## config.mk

```make
export PLATFORM = sky130hd
export DESIGN_NAME = btwr_ctrl
export DESIGN_NICKNAME = d
export VERILOG_FILES = /design/src/design/btwr_pkg.sv /design/src/design/btwr_ctrl.sv
export SDC_FILE = /design/constraint.sdc
export NUM_CORES = 1
export LEC_CHECK = 0
export BUFFER_PORTS_ARGS = -buffer_cell sky130_fd_sc_hd__clkbuf_2
export CAP_MARGIN = 20
export CORE_AREA = 4 4 41 43
export CTS_CLUSTER_DIAMETER = 100
export DETAILED_ROUTE_END_ITERATION = 8
export DIE_AREA = 0 0 45 47
export GPL_ROUTABILITY_DRIVEN = 1
export GPL_TIMING_DRIVEN = 0
export PLACE_DENSITY = 0.46
export SLEW_MARGIN = 20
export SYNTH_ARGS = -nofsm -noshare
export SYNTH_HDL_FRONTEND = slang
export SYNTH_SLANG_ARGS = --single-unit
```

## constraint.sdc

```tcl
create_clock -name clk -period 1.2 [get_ports clk]
set_clock_uncertainty 0.1 [all_clocks]
set_input_delay 0.24 -clock clk [delete_from_list [all_inputs] [get_ports clk]]
set_output_delay 0.24 -clock clk [all_outputs]
set_load 0.05 [all_outputs]
```

## src/design/btwr_pkg.sv

```systemverilog
// Package for the bitmap text wrap renderer: field widths, codes, defaults
// and the command/status structs shared by the controller and datapath.
// No dependencies.
package btwr_pkg;

	// Font geometry defaults (top-level parameters take these)
	localparam int DEF_GLYPH_HEIGHT = 16;
	localparam int DEF_FIRST_CODE   = 32;
	localparam int DEF_LAST_CODE    = 126;
	localparam int GLYPH_WIDTH      = 8;

	// Input item kinds
	localparam logic [1:0] KIND_LOAD  = 2'd0;
	localparam logic [1:0] KIND_START = 2'd1;
	localparam logic [1:0] KIND_CHAR  = 2'd2;

	localparam logic [7:0] NEWLINE_CODE = 8'd10;
	localparam logic [7:0] SPACE_CODE   = 8'd32;

	// Configuration register indexes
	localparam int CFG_IDX_W = 3;
	localparam logic [CFG_IDX_W-1:0] REG_SCREEN_WIDTH  = 3'd0;
	localparam logic [CFG_IDX_W-1:0] REG_SCREEN_HEIGHT = 3'd1;
	localparam logic [CFG_IDX_W-1:0] REG_ROW_PITCH     = 3'd2;
	localparam logic [CFG_IDX_W-1:0] REG_WRAP_WIDTH    = 3'd3;
	localparam logic [CFG_IDX_W-1:0] REG_FG_COLOR      = 3'd4;
	localparam logic [CFG_IDX_W-1:0] REG_BG_COLOR      = 3'd5;

	// Configuration reset values
	localparam logic [12:0] RST_SCREEN_WIDTH  = 13'd1024;
	localparam logic [12:0] RST_SCREEN_HEIGHT = 13'd768;
	localparam logic [13:0] RST_ROW_PITCH     = 14'd1024;
	localparam logic [12:0] RST_WRAP_WIDTH    = 13'd1024;
	localparam logic [31:0] RST_FG_COLOR      = 32'hFFFF_FFFF;
	localparam logic [31:0] RST_BG_COLOR      = 32'h0000_0000;

	localparam logic [15:0] LINES_MAX = 16'hFFFF;

	// Controller to datapath
	typedef struct packed {
		logic load_glyph;
		logic start_text;
		logic new_line;
		logic begin_char;
		logic issue_row;
	} btwr_cmd_t;

	// Datapath to controller
	typedef struct packed {
		logic advance;
		logic row_last;
	} btwr_sts_t;

endpackage

```

## src/design/btwr_ctrl.sv

```systemverilog
// Controller state machine of the text renderer: accepts items, decodes
// their kind and sequences the glyph row issue. Depends on btwr_pkg.
module btwr_ctrl import btwr_pkg::*; (
	input  logic       clk,
	input  logic       arst_n,
	input  logic       item_valid,
	output logic       item_ready,
	input  logic [1:0] kind,
	input  logic [7:0] char_code,
	input  btwr_sts_t  sts,
	output btwr_cmd_t  cmd
);

	localparam logic ST_IDLE = 1'b0;
	localparam logic ST_ROWS = 1'b1;

	logic state_q;
	logic state_d;
	logic take;

	assign item_ready = (state_q == ST_IDLE);
	assign take       = item_valid && item_ready;

	always_comb begin
		cmd     = '0;
		state_d = state_q;
		case (state_q)
			ST_IDLE: begin
				if (take) begin
					case (kind)
						KIND_LOAD:  cmd.load_glyph = 1'b1;
						KIND_START: cmd.start_text = 1'b1;
						KIND_CHAR: begin
							if (char_code == NEWLINE_CODE) begin
								cmd.new_line = 1'b1;
							end else begin
								cmd.begin_char = 1'b1;
								state_d        = ST_ROWS;
							end
						end
						default: ;
					endcase
				end
			end
			ST_ROWS: begin
				// issue one row per cycle the pipeline moves
				cmd.issue_row = sts.advance;
				if (sts.advance && sts.row_last) begin
					state_d = ST_IDLE;
				end
			end
			default: state_d = ST_IDLE;
		endcase
	end

	always_ff @(posedge clk or negedge arst_n) begin
		if (!arst_n) begin
			state_q <= ST_IDLE;
		end else begin
			state_q <= state_d;
		end
	end

endmodule

```

==> flow_summary.yaml <==
status:
  status: "complete, but fails checks"
  violations: "setup timing"
logic_synthesis:
  synth.net_count: 28
  ys_warn_count: 0
  syn_inst: 13
  synth_area_leader_cell: "dfrtp_1"
  synth_cell_types: 12
  avgSynthCellArea_sq_um: 9.72
  synth_most_common_cell: "nand2_1"
  ys_ff_latch: 1
  synthTopCellsByArea: "dfrtp_1, nor4_4, and4bb_2, nand4bb_1, nor4bb_1"
  ys_async_sr_fraction_pct: 100
  synth-edff-count: 0
  yosysSeqAreaShare_pct: 19.8
  yosysTopAreaCellShare_pct: 19.8
  synthFlopType: "dfrtp_1"
  synth_area_sq_um: 126
timing:
  holdWs_ns: 0.404
  worst_slack_ns: -0.143
  setup_tns_ns: -0.473
  hold_viol: 0
  maxClockFrequency_ghz: 0.745
  period_minus_slack_ns: 1.34
  timing.final.crit_share_pct: 112
  rsz0062_at_grt: "true"
  slew_viol_final: 0
  tightest_slew_ns: 0.231
  setup_viol: 4
  slew_headroom_pct: 84.5
placed_design:
  post-place-ws_ns: -0.369
  io_buffers: 20
  place_congestion: 0.564
  placed_area_sq_um: 297
cells_and_area:
  largest_reg_flops: 1
  fin_nets: 54
  fin_util_pct: 31.3
  multi_input_area_sq_um: 161
  register_area_sq_um: 26.3
  largest_register: "state_q"
  syn2layout_area_growth_pct: 222
  num_antenna_cells: 0
  reg_top3: "state_q x1"
  drive_above_1_share_pct: 86.5
  design_area_sq_um: 407
  fillers: 143
power:
  p_seq_share_pct: 21.7
  peakVddDrop_v: 0.000275
  power_frac_comb_pct: 78.3
  swShare_pct: 42.5
  leakage_nw: 0.184
  p_sw_w: 0.0000989
  pwr-share-clk_pct: 0
  p_int_w: 0.000134
  p_per_area_nw_per_um2: 572
die:
  rows: 13
  die-area_sq_um: 2120
  die_h_um: 47
  core_sq_um: 1300
  initial_utilization_pct: 9.71
  die-width_um: 45
  pin_count: 21
critical_path:
  start_kind: "input port"
  crit_type: "in2out"
  crit_path_end_kind: "output port"
  crit_arrival_ns: 1.00
  crit_fanout: 2
  required_ns: 0.86
drt:
  first_pass_iters: 2
  drc: 0
  drt_iter0_drc: 1
  vias: 201
  wl_um: 511
  ant_nets: 0
  drt-vias-per-instance: 3.87
  wire_per_inst_um: 9.83
global_route:
  grt_max_degree: 5
  antenna_found_initial: 0
  grt_usage_pct: 5.12
  first_global_vias: 201
  grt_pass1_wl_um: 828
  grt_overflow: 0
clock_tree:
  clk-insertion-delay-late_ns: 0
  path_clk_slew_ns: 0
worst_hold_path:
  hold_class: "in2reg"
run:
  max_cap_violations: 0
==> layout make-up <==
class	instances	share of cell area, %
inverter	1	0.923
tap	15	4.62
timing repair buffer	24	48.3
sequential	1	6.46
multi-input combinational	11	39.7
==> placed cells by master, fill, tap and decap left out, drive strengths merged <==
master | Yosys | layout
clkbuf | 0 | 14
buf | 0 | 9
nand2 | 2 | 2
inv | 1 | 1
nor4bb | 1 | 1
nand4bb | 1 | 1
nor4 | 1 | 1
and4bb | 1 | 1
nor2 | 1 | 1
a21oi | 1 | 1
a21o | 1 | 1
nor4b | 1 | 1
and2 | 1 | 1
dlygate4sd3 | 0 | 1
dfrtp | 1 | 1
==> critical path: stages <==
cell and delay (ns):
clkbuf_2 0.08, and4bb_2 0.33, nand2_1 0.10, nor2_4 0.11, buf_8 0.15
==> power groups by stage <==
stage	combinational [W]	clock, W	sequential [W]
3_5_place_dp	0.000125	0	0.0000534
3_3_place_gp	0.000124	0	0.0000539
4_1_cts	0.000174	0	0.0000503
6_report	0.000182	0	0.0000505
5_1_grt	0.000192	0	0.0000508
2_1_floorplan	0.0000799	0	0.0000509
==> layer usage <==
layer	track usage [%]	routed length, um	vias to the layer above
met3	1.92	133	0
met5	0	0	-
met2	9.60	201	21
met4	0	0	0
met1	5.86	176	81
li1	-	-	99
==> metrics by stage <==
| stage | instances | power, W |
|---|---|---|
| 2_1_floorplan | 13 | 0.000131 |
| 3_3_place_gp | 48 | 0.000178 |
| 3_5_place_dp | 48 | 0.000178 |
| 4_1_cts | 52 | 0.000224 |
| 5_1_grt | 52 | 0.000243 |
| 6_report | 52 | 0.000233 |
==> repair_timing <==
item | CTS | global route
endpoints found under the hold margin | 1 | 0
gates resized for setup | 14 | 7
hold buffers | 1 | 0
gates cloned | 0 | 0
pin swaps | 4 | 3
setup buffers | 3 | 0
setup endpoints to repair | 5 | 6
==> cell families after synthesis <==
family | synth area share (%)
compound gates | 12.9
simple gates | 64.4
buf+inv | 2.97
flops | 19.8
==> path summary, 6_finish.rpt <==
kind	startpoint	to	slack, ns	cells after the start
worst max-delay path	char_code[2]	cmd[2]	-0.14	5
worst min-delay path	sts[0]	state_q	0.40	3
worst max register to register	state_q	state_q	0.10	3
worst min register to register	state_q	state_q	0.58	2
max in group asynchronous	arst_n	state_q	0.45	2
min in group asynchronous	arst_n	state_q	0.46	2
Power figures use the tool's default switching activity.
